===== config.mk =====
export PLATFORM = sky130hd
export DESIGN_NAME = double_ended_queue_unit
export DESIGN_NICKNAME = d
export VERILOG_FILES = /design/src/rtl/deq_pkg.sv /design/src/rtl/double_ended_queue_unit.sv /design/src/rtl/deq_ram.sv
export SDC_FILE = /design/constraint.sdc
export NUM_CORES = 2
export LEC_CHECK = 0
export BUFFER_PORTS_ARGS = -buffer_cell sky130_fd_sc_hd__buf_2
export CAP_MARGIN = 20
export CORE_UTILIZATION = 55
export DETAILED_ROUTE_END_ITERATION = 16
export GPL_TIMING_DRIVEN = 1
export PLACE_DENSITY = 0.72
export SLEW_MARGIN = 5
export SYNTH_ARGS = -nofsm -noshare
export SYNTH_HDL_FRONTEND = slang
export SYNTH_SLANG_ARGS = --single-unit
export TNS_END_PERCENT = 20

===== constraint.sdc =====
create_clock -name i_clk -period 10.5 [get_ports i_clk]
set_input_delay 2.1 -clock i_clk [delete_from_list [all_inputs] [get_ports i_clk]]
set_output_delay 2.1 -clock i_clk [all_outputs]
set_load 0.005 [all_outputs]

===== src/rtl/deq_pkg.sv =====
`timescale 1ns / 1ps
// Package for the double-ended queue unit.
// Holds the item types, operation and status codes and sizing defaults.
// No dependencies.
package deq_pkg;

    // Default number of slots in the ring buffer.
    localparam int DEPTH_DEF = 16;

    // Widths fixed by the item formats.
    localparam int WORD_W = 64;
    localparam int OCC_W  = 5;
    localparam int OP_W   = 3;
    localparam int STAT_W = 2;

    // Operation codes; the two unused codes behave as a peek.
    typedef enum logic [OP_W-1:0] {
        OP_PUSH_BACK  = 3'd0,
        OP_PUSH_FRONT = 3'd1,
        OP_POP_FRONT  = 3'd2,
        OP_POP_BACK   = 3'd3,
        OP_REVERSE    = 3'd4,
        OP_PEEK       = 3'd5
    } t_op;

    // Status codes reported with every result item.
    typedef enum logic [STAT_W-1:0] {
        ST_OK        = 2'd0,
        ST_POP_EMPTY = 2'd1,
        ST_PUSH_FULL = 2'd2
    } t_status;

    // Sequencer states: a successful pop waits in S_FILL for the memory read.
    typedef enum logic {
        S_IDLE = 1'b0,
        S_FILL = 1'b1
    } t_state;

    // One input item.
    typedef struct packed {
        logic [OP_W-1:0]   operation;
        logic [WORD_W-1:0] push_word;
    } t_in_item;

    // One result item.
    typedef struct packed {
        logic [WORD_W-1:0] front_word;
        logic [WORD_W-1:0] back_word;
        logic [OCC_W-1:0]  occupancy;
        logic              is_empty;
        logic [STAT_W-1:0] status;
    } t_out_item;

endpackage


===== src/rtl/double_ended_queue_unit.sv =====
`timescale 1ns / 1ps
// Top level of the double-ended queue unit: ring pointers, end-word registers,
// sequencer and result register. Depends on deq_pkg and deq_ram.
//
//  channel  | handshake          | payload                     | direction
//  ---------+--------------------+-----------------------------+----------
//  item in  | start, busy        | i_item   (deq_pkg::t_in_item)  | in
//  result   | o_valid (strobe)   | o_result (deq_pkg::t_out_item) | out
//
// An item is taken at an edge with start high and busy low. Pushes, reverse,
// peek and a pop on an empty queue end in the cycle they are taken; a pop that
// succeeds also waits in S_FILL, because the new end word comes from the slot
// memory's registered read port. The result strobe rises the cycle after the
// item's work ends and lasts one cycle; the receiver cannot stall it.
// Synchronous active-low reset empties the queue; slot contents are not cleared.
module double_ended_queue_unit #(
    parameter int DEPTH = deq_pkg::DEPTH_DEF
) (
    input  logic               i_clk,
    input  logic               i_rst_n,
    input  logic               start,
    output logic               busy,
    input  deq_pkg::t_in_item  i_item,
    output logic               o_valid,
    output deq_pkg::t_out_item o_result
);

    localparam int AW = (DEPTH > 1) ? $clog2(DEPTH) : 1;
    localparam int CW = $clog2(DEPTH + 1);
    localparam int SW = AW + 2;

    // Control and pointer registers.
    deq_pkg::t_state    r_state, n_state;
    logic [AW-1:0]      r_head, n_head;
    logic [CW-1:0]      r_count, n_count;
    logic               r_rev, n_rev;
    logic               r_fill_first, n_fill_first;
    logic               r_valid, n_valid;

    // Copies of the physical first and last words.
    logic [deq_pkg::WORD_W-1:0] r_first, n_first;
    logic [deq_pkg::WORD_W-1:0] r_last, n_last;
    deq_pkg::t_out_item         r_result, n_result;
    deq_pkg::t_status           n_status;

    // Memory port signals.
    logic                       ram_we;
    logic [AW-1:0]              ram_waddr;
    logic [AW-1:0]              ram_raddr;
    logic [deq_pkg::WORD_W-1:0] ram_rdata;

    logic          accept;
    logic          is_full;
    logic          is_empty;
    logic [AW-1:0] tail_idx;
    logic [AW-1:0] put_idx;
    logic [SW-1:0] tail_sum;
    logic [SW-1:0] put_sum;
    deq_pkg::t_op  op;

    function automatic logic [AW-1:0] wrap_inc(input logic [AW-1:0] idx);
        return (idx == AW'(DEPTH - 1)) ? '0 : idx + AW'(1);
    endfunction

    function automatic logic [AW-1:0] wrap_dec(input logic [AW-1:0] idx);
        return (idx == '0) ? AW'(DEPTH - 1) : idx - AW'(1);
    endfunction

    deq_ram #(
        .DEPTH (DEPTH),
        .WIDTH (deq_pkg::WORD_W),
        .ADDR_W(AW)
    ) u_ram (
        .i_clk  (i_clk),
        .i_we   (ram_we),
        .i_waddr(ram_waddr),
        .i_wdata(i_item.push_word),
        .i_raddr(ram_raddr),
        .o_rdata(ram_rdata)
    );

    assign busy     = (r_state != deq_pkg::S_IDLE);
    assign accept   = start && !busy;
    assign op       = deq_pkg::t_op'(i_item.operation);
    assign is_full  = (r_count == CW'(DEPTH));
    assign is_empty = (r_count == '0);

    // Physical index of the last word and of the slot past it.
    always_comb begin
        tail_sum = SW'(r_head) + SW'(r_count) - SW'(1);
        if (tail_sum >= SW'(DEPTH)) begin
            tail_sum = tail_sum - SW'(DEPTH);
        end
        put_sum = SW'(r_head) + SW'(r_count);
        if (put_sum >= SW'(DEPTH)) begin
            put_sum = put_sum - SW'(DEPTH);
        end
        tail_idx = tail_sum[AW-1:0];
        put_idx  = put_sum[AW-1:0];
    end

    // Next state: a successful pop waits for the read of the new end word.
    always_comb begin
        n_state = r_state;
        case (r_state)
            deq_pkg::S_IDLE: begin
                if (accept && !is_empty &&
                    (op inside {deq_pkg::OP_POP_FRONT, deq_pkg::OP_POP_BACK})) begin
                    n_state = deq_pkg::S_FILL;
                end
            end
            deq_pkg::S_FILL: begin
                n_state = deq_pkg::S_IDLE;
            end
            default: begin
                n_state = deq_pkg::S_IDLE;
            end
        endcase
    end

    // Datapath: pointer updates, memory access and end-word tracking.
    always_comb begin
        n_head       = r_head;
        n_count      = r_count;
        n_rev        = r_rev;
        n_fill_first = r_fill_first;
        n_first      = r_first;
        n_last       = r_last;
        n_status     = deq_pkg::ST_OK;
        n_valid      = 1'b0;
        ram_we       = 1'b0;
        ram_waddr    = put_idx;
        ram_raddr    = wrap_inc(r_head);
        case (r_state)
            deq_pkg::S_IDLE: begin
                if (accept) begin
                    case (op)
                        deq_pkg::OP_PUSH_BACK, deq_pkg::OP_PUSH_FRONT: begin
                            if (is_full) begin
                                n_status = deq_pkg::ST_PUSH_FULL;
                            end else if ((op == deq_pkg::OP_PUSH_BACK) != r_rev) begin
                                // Append after the physical last word.
                                ram_we    = 1'b1;
                                ram_waddr = put_idx;
                                n_last    = i_item.push_word;
                                if (is_empty) begin
                                    n_first = i_item.push_word;
                                end
                                n_count = r_count + CW'(1);
                            end else begin
                                // Insert ahead of the physical first word.
                                ram_we    = 1'b1;
                                ram_waddr = wrap_dec(r_head);
                                n_head    = wrap_dec(r_head);
                                n_first   = i_item.push_word;
                                if (is_empty) begin
                                    n_last = i_item.push_word;
                                end
                                n_count = r_count + CW'(1);
                            end
                            n_valid = 1'b1;
                        end
                        deq_pkg::OP_POP_FRONT, deq_pkg::OP_POP_BACK: begin
                            if (is_empty) begin
                                n_status = deq_pkg::ST_POP_EMPTY;
                                n_valid  = 1'b1;
                            end else if ((op == deq_pkg::OP_POP_FRONT) != r_rev) begin
                                // Drop the physical first word; fetch its successor.
                                n_head       = wrap_inc(r_head);
                                n_count      = r_count - CW'(1);
                                ram_raddr    = wrap_inc(r_head);
                                n_fill_first = 1'b1;
                            end else begin
                                // Drop the physical last word; fetch its predecessor.
                                n_count      = r_count - CW'(1);
                                ram_raddr    = wrap_dec(tail_idx);
                                n_fill_first = 1'b0;
                            end
                        end
                        deq_pkg::OP_REVERSE: begin
                            n_rev   = !r_rev;
                            n_valid = 1'b1;
                        end
                        default: begin
                            n_valid = 1'b1;
                        end
                    endcase
                end
            end
            deq_pkg::S_FILL: begin
                // The read issued at acceptance returns the new end word.
                if (r_fill_first) begin
                    n_first = ram_rdata;
                end else begin
                    n_last = ram_rdata;
                end
                n_valid = 1'b1;
            end
            default: begin
                n_valid = 1'b0;
            end
        endcase
    end

    // Result item built from the state after the step.
    always_comb begin
        n_result.front_word = '0;
        n_result.back_word  = '0;
        if (n_count != '0) begin
            n_result.front_word = n_rev ? n_last : n_first;
            n_result.back_word  = n_rev ? n_first : n_last;
        end
        n_result.occupancy = deq_pkg::OCC_W'(n_count);
        n_result.is_empty  = (n_count == '0);
        n_result.status    = n_status;
    end

    // Control registers.
    always_ff @(posedge i_clk) begin
        if (!i_rst_n) begin
            r_state      <= deq_pkg::S_IDLE;
            r_head       <= '0;
            r_count      <= '0;
            r_rev        <= 1'b0;
            r_fill_first <= 1'b0;
            r_valid      <= 1'b0;
        end else begin
            r_state      <= n_state;
            r_head       <= n_head;
            r_count      <= n_count;
            r_rev        <= n_rev;
            r_fill_first <= n_fill_first;
            r_valid      <= n_valid;
        end
    end

    // Payload registers.
    always_ff @(posedge i_clk) begin
        r_first <= n_first;
        r_last  <= n_last;
        if (n_valid) begin
            r_result <= n_result;
        end
    end

    assign o_valid  = r_valid;
    assign o_result = r_result;

    // A pop waiting on the memory always ends in a result.
    a_fill_ends: assert property (@(posedge i_clk) disable iff (!i_rst_n)
        (r_state == deq_pkg::S_FILL) |=> (o_valid && r_state == deq_pkg::S_IDLE))
        else $error("pop fill cycle did not produce a result");

    // The stored count never passes the depth.
    a_count_bound: assert property (@(posedge i_clk) disable iff (!i_rst_n)
        r_count <= CW'(DEPTH))
        else $error("stored count exceeds depth");

    // A push that is turned away comes only from a full queue.
    a_full_status: assert property (@(posedge i_clk) disable iff (!i_rst_n)
        (o_valid && o_result.status == deq_pkg::ST_PUSH_FULL) |-> is_full)
        else $error("push refused while not full");

    // An accepted push on a queue with room grows it by one.
    a_push_grows: assert property (@(posedge i_clk) disable iff (!i_rst_n)
        (accept && !is_full &&
         (op == deq_pkg::OP_PUSH_BACK || op == deq_pkg::OP_PUSH_FRONT))
        |=> (r_count == $past(r_count) + CW'(1)))
        else $error("push did not grow the queue");

endmodule


===== src/rtl/deq_ram.sv =====
`timescale 1ns / 1ps
// Slot memory of the double-ended queue: one write port, one read port,
// registered read data. Uses no package items.
module deq_ram #(
    parameter int DEPTH  = 16,
    parameter int WIDTH  = 64,
    parameter int ADDR_W = $clog2(DEPTH)
) (
    input  logic              i_clk,
    input  logic              i_we,
    input  logic [ADDR_W-1:0] i_waddr,
    input  logic [WIDTH-1:0]  i_wdata,
    input  logic [ADDR_W-1:0] i_raddr,
    output logic [WIDTH-1:0]  o_rdata
);

    logic [WIDTH-1:0] r_mem [DEPTH];
    logic [WIDTH-1:0] r_rdata;

    // Write port.
    always_ff @(posedge i_clk) begin
        if (i_we) begin
            r_mem[i_waddr] <= i_wdata;
        end
    end

    // Registered read port.
    always_ff @(posedge i_clk) begin
        r_rdata <= r_mem[i_raddr];
    end

    assign o_rdata = r_rdata;

endmodule

# Yosys cells after proc, flatten, opt, wreduce, memory -nomap -nowiden
# Memory sizes are Yosys's and may differ from the RTL's. A register that Yosys moved wholly into a read port is not among the register bits.
# Cells that the tools add are included.
# word_totals
ff_bits,277
mem_bits_rw,1024
input_bits,70
wordCells,119
mem_count,1
# classes
addsub,9
n_lt_le_gt_ge,2
n_eq_ne,12
muxes,60
n_bitwise,3
n_reduce_logical,19
# memory_table
memory,depth,width,rd,rd_clocked_by_memory_dff,wr,line_no,rtl
u_ram.r_mem,16,64,1,1,1,deq_ram.sv:17,logic [WIDTH-1:0] r_mem [DEPTH];
# ops
operator,n
2-to-1 mux 64 bit,14
one-hot mux 64 bit (2 select lines),2
2-to-1 mux 4 bit,19
2-to-1 mux 5 bit,4
subtractor 4 x 1 -> 4 bit (second input constant),4
2-to-1 mux 1 bit,15
greater-or-equal comparator 6 x 5 -> 1 bit (second input constant),2
logical NOT 5 bit,2
one-hot mux 5 bit (2 select lines),1
logical NOT 4 bit,2
inequality test 2 bit (second input constant),4
one-hot mux 4 bit (2 select lines),1
AND reduction 7 bit,1
adder 4 x 5 -> 6 bit,1
equality test 3 x 2 -> 1 bit (second input constant),2
OR reduction 2 bit,3
subtractor 6 x 1 -> 6 bit (second input constant),1
adder 5 x 1 -> 5 bit (second input constant),1
equality test 5 bit (second input constant),1
nonzero test 5 bit,1
subtractor 5 x 1 -> 5 bit (second input constant),1
adder 4 x 1 -> 4 bit (second input constant),1
equality test 4 bit (second input constant),1
one-hot mux 1 bit (2 select lines),2
other kinds (11),19

# Longest topological paths before layout
# depth
depth_word,11
mapped_depth,14
ltp_nobuf,10

# By module
# A second synthesis with hierarchy kept.
# unflattened
cells_unflattened,3219
hier_area_um2,56037.5
# by_module_without_submodules
module,n_inst,cells_each,area_each_um2,seq_area_each_um2
deq_ram,1,1647,39581.7,32030.7
double_ended_queue_unit,1,1572,16455.8,6906.6

# Least setup slack after synthesis
# OpenSTA, ideal clock, no wires.
# synth_path
path_kind,input-to-reg
from,input port i_item[66] (netlist bit)
to,"memory u_ram.r_mem[4][0], enable pin"
arrival_time_ns,8.431
required_time_ns,9.922
setup_slack_ns,1.490
cell_stages,8
path_buffers,3
path_cell_list,or2_0 -> buf_2 -> or3_1 -> buf_2 -> nand2b_1 -> o21ai_1 -> clkbuf_1 -> nor3b_1
# synth_via
elab_chain_cells,7
word_cells_on_any_way,14
# synth_rtl
element,line_no,rtl
from (decl),double_ended_queue_unit.sv:23,"input deq_pkg::t_in_item i_item,"
equality test 3 x 1 -> 1 bit / logical NOT 3 bit (equally long branches),"double_ended_queue_unit.sv:137, double_ended_queue_unit.sv:141",
OR reduction 2 bit / inequality test 1 bit (equally long branches),"double_ended_queue_unit.sv:137, double_ended_queue_unit.sv:141",
2-to-1 mux 1 bit / 2-to-1 mux 4 bit (equally long branches),"double_ended_queue_unit.sv:137, double_ended_queue_unit.sv:141",
2-to-1 mux 1 bit / 2-to-1 mux 4 bit (equally long branches),"double_ended_queue_unit.sv:136, double_ended_queue_unit.sv:139",
2-to-1 mux 1 bit / 2-to-1 mux 4 bit (equally long branches),"double_ended_queue_unit.sv:134, double_ended_queue_unit.sv:137",
2-to-1 mux 1 bit / 2-to-1 mux 4 bit (equally long branches),"deq_ram.sv:22, double_ended_queue_unit.sv:136",
2-to-1 mux 1 bit (implied by the code) / 2-to-1 mux 4 bit (equally long branches),"deq_ram.sv:23, double_ended_queue_unit.sv:134",
to (decl),deq_ram.sv:17,
# Parallel ways exist; a longest one is shown, timed or not.

# Worst setup path in the final report
# layout_path
from,input port i_item[65] (netlist bit)
to,register u_ram.r_rdata[4] (netlist: u_ram.o_rdata[4]) (read register of u_ram.r_mem)
# layout_via
elab_chain_cells,7
word_cells_on_any_way,9
# layout_rtl
element,line_no,rtl
equality test 3 x 2 -> 1 bit,"double_ended_queue_unit.sv:137, double_ended_queue_unit.sv:167",
inequality test 1 bit,double_ended_queue_unit.sv:167,end else if ((op == deq_pkg::OP_POP_FRONT) != r_rev) begin
2-to-1 mux 4 bit,double_ended_queue_unit.sv:167,
2-to-1 mux 4 bit,double_ended_queue_unit.sv:164,if (is_empty) begin
2-to-1 mux 4 bit (*),double_ended_queue_unit.sv:137,case (op)
2-to-1 mux 4 bit (*),double_ended_queue_unit.sv:136,if (accept) begin
2-to-1 mux 4 bit (*),double_ended_queue_unit.sv:134,case (r_state)
to (decl),deq_ram.sv:18,logic [WIDTH-1:0] r_rdata;
# Every way passes the cells marked *; elsewhere a longest branch is shown, timed or not.
# A chain may end at the register's enable or synchronous reset.

==> insert_results.sql <==
INSERT INTO impl_metrics (metric_group, metric, value, unit) VALUES
('outcome', 'status', 'finished, final reports clean', ''),
('die', 'dieArea', '109500', 'um2'),
('die', 'die_x', '330.9', 'um'),
('setup_path', 'setup.worst_path.start_class', 'primary input', ''),
('die', 'initial_utilization', '55.51', '%'),
('drt', 'routed_wl', '142.5', 'mm'),
('layout', 'layout.filler_cells', '7946', ''),
('setup_path', 'r2r_cells', '11', ''),
('placement', 'placedInstanceArea', '61250', 'um2'),
('sta', 'finClkSkew', '27.30', 'ps'),
('sta', 'share_of_the_clock_period_used_by_the_worst_path_after_layout', '50.42', '%'),
('synthesis', 'warnings_from_yosys', '0', ''),
('setup_path', 'criticalPathCategory', 'primary input to register', ''),
('synthesis', 'syn-num-nets', '4172', ''),
('worst_hold_path', 'hold-path-endpoint', 'r_first[41]$_DFF_P_', ''),
('clock_tree', 'cts.repair_timing.setup_buffer_count', '0', ''),
('sta', 'fin_setup_tns', '0', 'ps'),
('placement', 'placement.io_buffers', '207', ''),
('die', 'num_io_pins', '208', ''),
('sta', 'total_setup_violations_reported_at_the_end_of_the_flow', '0', ''),
('placement', 'routabilityCongestion', '0.7861', ''),
('synthesis', 'post-synth-top-area-fraction', '58.54', '%'),
('drt', 'route.detailed.drc', '0', ''),
('drt', 'drt-initial-drc-count', '4146', ''),
('power_and_ir_drop', 'power.total', '13.35', 'mW'),
('drt', 'drtAntennaViolNets', '0', ''),
('grt', 'wire_length_of_the_first_global_routing_pass', '217.8', 'mm'),
('setup_path', 'worstReg2RegEnd', 'u_ram.o_rdata[4]$_DFF_P_', ''),
('worst_hold_path', 'worstHoldStart', 'r_first[41]$_DFF_P_', ''),
('layout', 'nNetsFinal', '4172', ''),
('power_and_ir_drop', 'sequential_share_of_power', '47.9', '%'),
('synthesis', 'synthesis.area', '59500', 'um2'),
('synthesis', 'syn_avg_cell_area', '14.54', 'um2'),
('clock_tree', 'clock_tree.htree_level_count', '4', ''),
('layout', 'post_route_cells_drive_above_1_share', '16.06', '%'),
('clock_tree', 'tritoncts', 'built', ''),
('setup_path', 'timing.critical_path.to_type', 'register', ''),
('setup_path', 'worst_ep_required_time', '11030', 'ps'),
('drt', 'via_density', '6.735', ''),
('clock_tree', 'cts-root-to-sink-buffers', '3', ''),
('sta', 'rsz0062_at_grt', 'false', ''),
('clock_tree', 'worst_setup_hold_path_clk_slew', '60', 'ps'),
('drt', 'drtPass1Iterations', '5', ''),
('drt', 'detailroute.via_count', '37810', ''),
('sta', 'worst-slew-pin-transition', '1285', 'ps'),
('setup_path', 'arrival', '5830', 'ps'),
('synthesis', 'yosys.cell_count.top_type', 'sky130_fd_sc_hd__edfxtp_1', ''),
('synthesis', 'ys_dominant_reg_cell', 'sky130_fd_sc_hd__edfxtp_1', ''),
('synthesis', 'top_cells_by_count_synth', 'sky130_fd_sc_hd__edfxtp_1, sky130_fd_sc_hd__mux2i_1, sky130_fd_sc_hd__o21ai_0', ''),
('grt', 'grt_resource_usage_total', '25.76', '%'),
('sta', 'timing_hold_violations_final', '0', ''),
('synthesis', 'top_area_cells_in_the_synthesized_netlist', 'sky130_fd_sc_hd__edfxtp_1, sky130_fd_sc_hd__mux2i_1, sky130_fd_sc_hd__dfxtp_1, sky130_fd_sc_hd__mux4_2, sky130_fd_sc_hd__o21ai_0', ''),
('grt', 'first_global_vias', '36850', ''),
('worst_hold_path', 'hold_class', 'register to register', ''),
('power_and_ir_drop', 'clkPwrFrac', '39.0', '%'),
('power_and_ir_drop', 'comb_power_share', '13.1', '%'),
('synthesis', 'postSynth.asyncResetShare', '0', '%'),
('run', 'max_cap_viol_count', '0', ''),
('synthesis', 'synthDistinctLibCells', '65', ''),
('drt', 'wl_per_cell', '25.39', 'um'),
('clock_tree', 'clkLatencyLatePin', '750', 'ps'),
('grt', 'antenna_found_initial', '1', ''),
('clock_tree', 'cts_sinks', '1365', ''),
('power_and_ir_drop', 'net-switching-power', '3.256', 'mW'),
('sta', 'slew-limit-headroom', '14.35', '%'),
('die', 'die_height', '330.9', 'um'),
('die', 'fp.coreArea', '107200', 'um2'),
('synthesis', 'synth-edff-count', '1160', ''),
('sta', 'timing.final.crit_period', '5295', 'ps'),
('power_and_ir_drop', 'ir_worst_vdd', '0.0001547', 'V'),
('synthesis', 'ys_seq_area_share', '65.44', '%');
power groups by stage:
stage                     logic [mW]  clock network (mW)  registers, mW
after floorplan                 1.24                   0           6.47
after global placement          1.69                   0           6.50
after detailed placement        1.74                   0           6.51
after CTS                       1.75                5.27           6.40
after global routing            1.91                5.48           6.43
final                           1.75                5.21           6.39
layer usage:
layer  global-route usage, %  part of all wire [%]  vias up  routed length, um
met5                       0                     0        -                  0
met1                   34.36                    41    19350              57890
li1                        -                     -    16640                  -
met3                   3.647                   6.7      244               9551
met4                   8.047                   2.4        0               3437
met2                   43.79                    50     1569              71660
critical path, cell delays in order:
cell and delay (ps):
sky130_fd_sc_hd__buf_2 200, sky130_fd_sc_hd__nor4bb_1 300, sky130_fd_sc_hd__buf_4 230, sky130_fd_sc_hd__and4_4 720, sky130_fd_sc_hd__or2_4 660, sky130_fd_sc_hd__buf_12 690
sky130_fd_sc_hd__a32oi_1 260, sky130_fd_sc_hd__mux2i_1 280, sky130_fd_sc_hd__mux2i_1 200
registers in the layout, summed over array words and instances (netlist names):
register / flops
busy: 1
o_result: 136
o_valid: 1
r_count: 5
r_fill_first: 1
r_first: 64
r_head: 4
r_last: 64
r_rev: 1
u_ram.o_rdata: 64
u_ram.r_mem: 1024
final cells by class:
| class | instances | area (um2) | share of cell area, % |
|---|---|---|---|
| multi-input cells | 2282 | 18820 | 28.41 |
| inverters | 11 | 41.29 | 0.06233 |
| flip-flops and latches | 1365 | 38940 | 58.79 |
| well taps | 1403 | 1755 | 2.650 |
| clock buffers | 194 | 4101 | 6.191 |
| diodes | 1 | 2.502 | 0.003777 |
| repair buffers | 289 | 1794 | 2.708 |
| clock inverters | 69 | 783.3 | 1.182 |
through the flow:
stage / std cells / hold slack [ps] / setup WS, ps / utilization (%)
after floorplan: 4091 / 528.2 / 1490 / -
after global placement: 5344 / 545.6 / 4264 / 57.13
after detailed placement: 5344 / 566.9 / 4169 / 57.13
after CTS: 5607 / 579.9 / 4911 / 61.69
after global routing: 5614 / 601.5 / 5066 / 61.80
final: 5614 / 575.4 / 5205 / 61.80
worst max path at each step:
| stage | start | endpoint | slack [ps] | cells past startpoint |
|---|---|---|---|---|
| detailed placement | i_item[65] | u_ram.r_mem[8][25]$_DFFE_PP_ | 4170 | 9 |
| finish | i_item[65] | u_ram.o_rdata[4]$_DFF_P_ | 5210 | 9 |
| floorplan | i_item[66] | u_ram.r_mem[4][0]$_DFFE_PP_ | 1490 | 8 |
| global placement | i_item[65] | u_ram.r_mem[8][23]$_DFFE_PP_ | 4260 | 9 |
| global route | i_item[65] | u_ram.o_rdata[43]$_DFF_P_ | 5070 | 10 |
| CTS | i_item[65] | u_ram.r_mem[8][19]$_DFFE_PP_ | 4910 | 9 |
cell families (layout without fill, tap and decap cells):
logic type / count (synthesis) / count (layout) / synth area share [%]
multiplexers: 710 / 710 / 14.64
flip-flops: 1365 / 1365 / 65.44
other: 0 / 1 / 0
XOR/XNOR: 13 / 13 / 0.2292
AO/OA/AOI/OAI: 1067 / 1067 / 12.37
buffers and inverters: 444 / 563 / 3.175
AND/OR/NAND/NOR: 481 / 481 / 3.903
adder cells (fa/ha/maj): 11 / 11 / 0.2439
placed cells by master (no fill, tap or decap), types with 8 or more instances in the layout:
master / n
sky130_fd_sc_hd__dfxtp_1: 203
sky130_fd_sc_hd__a311oi_1: 257
sky130_fd_sc_hd__mux2i_1: 580
sky130_fd_sc_hd__nand3_1: 261
sky130_fd_sc_hd__o21ai_0: 521
sky130_fd_sc_hd__ha_1: 10
sky130_fd_sc_hd__clkinvlp_4: 8
sky130_fd_sc_hd__edfxtp_1: 1160
sky130_fd_sc_hd__nand2_1: 15
sky130_fd_sc_hd__clkinv_2: 22
sky130_fd_sc_hd__mux4_2: 128
sky130_fd_sc_hd__a32oi_1: 257
sky130_fd_sc_hd__bufinv_16: 15
sky130_fd_sc_hd__clkinv_1: 13
sky130_fd_sc_hd__clkbuf_1: 28
sky130_fd_sc_hd__nand2b_1: 8
sky130_fd_sc_hd__clkbuf_16: 152
sky130_fd_sc_hd__clkbuf_8: 14
sky130_fd_sc_hd__nor2_1: 141
sky130_fd_sc_hd__buf_4: 71
sky130_fd_sc_hd__a21oi_1: 8
sky130_fd_sc_hd__buf_2: 207
sky130_fd_sc_hd__inv_1: 11
sky130_fd_sc_hd__nor3_2: 8
Note: power is estimated with default switching activity, not from simulation.
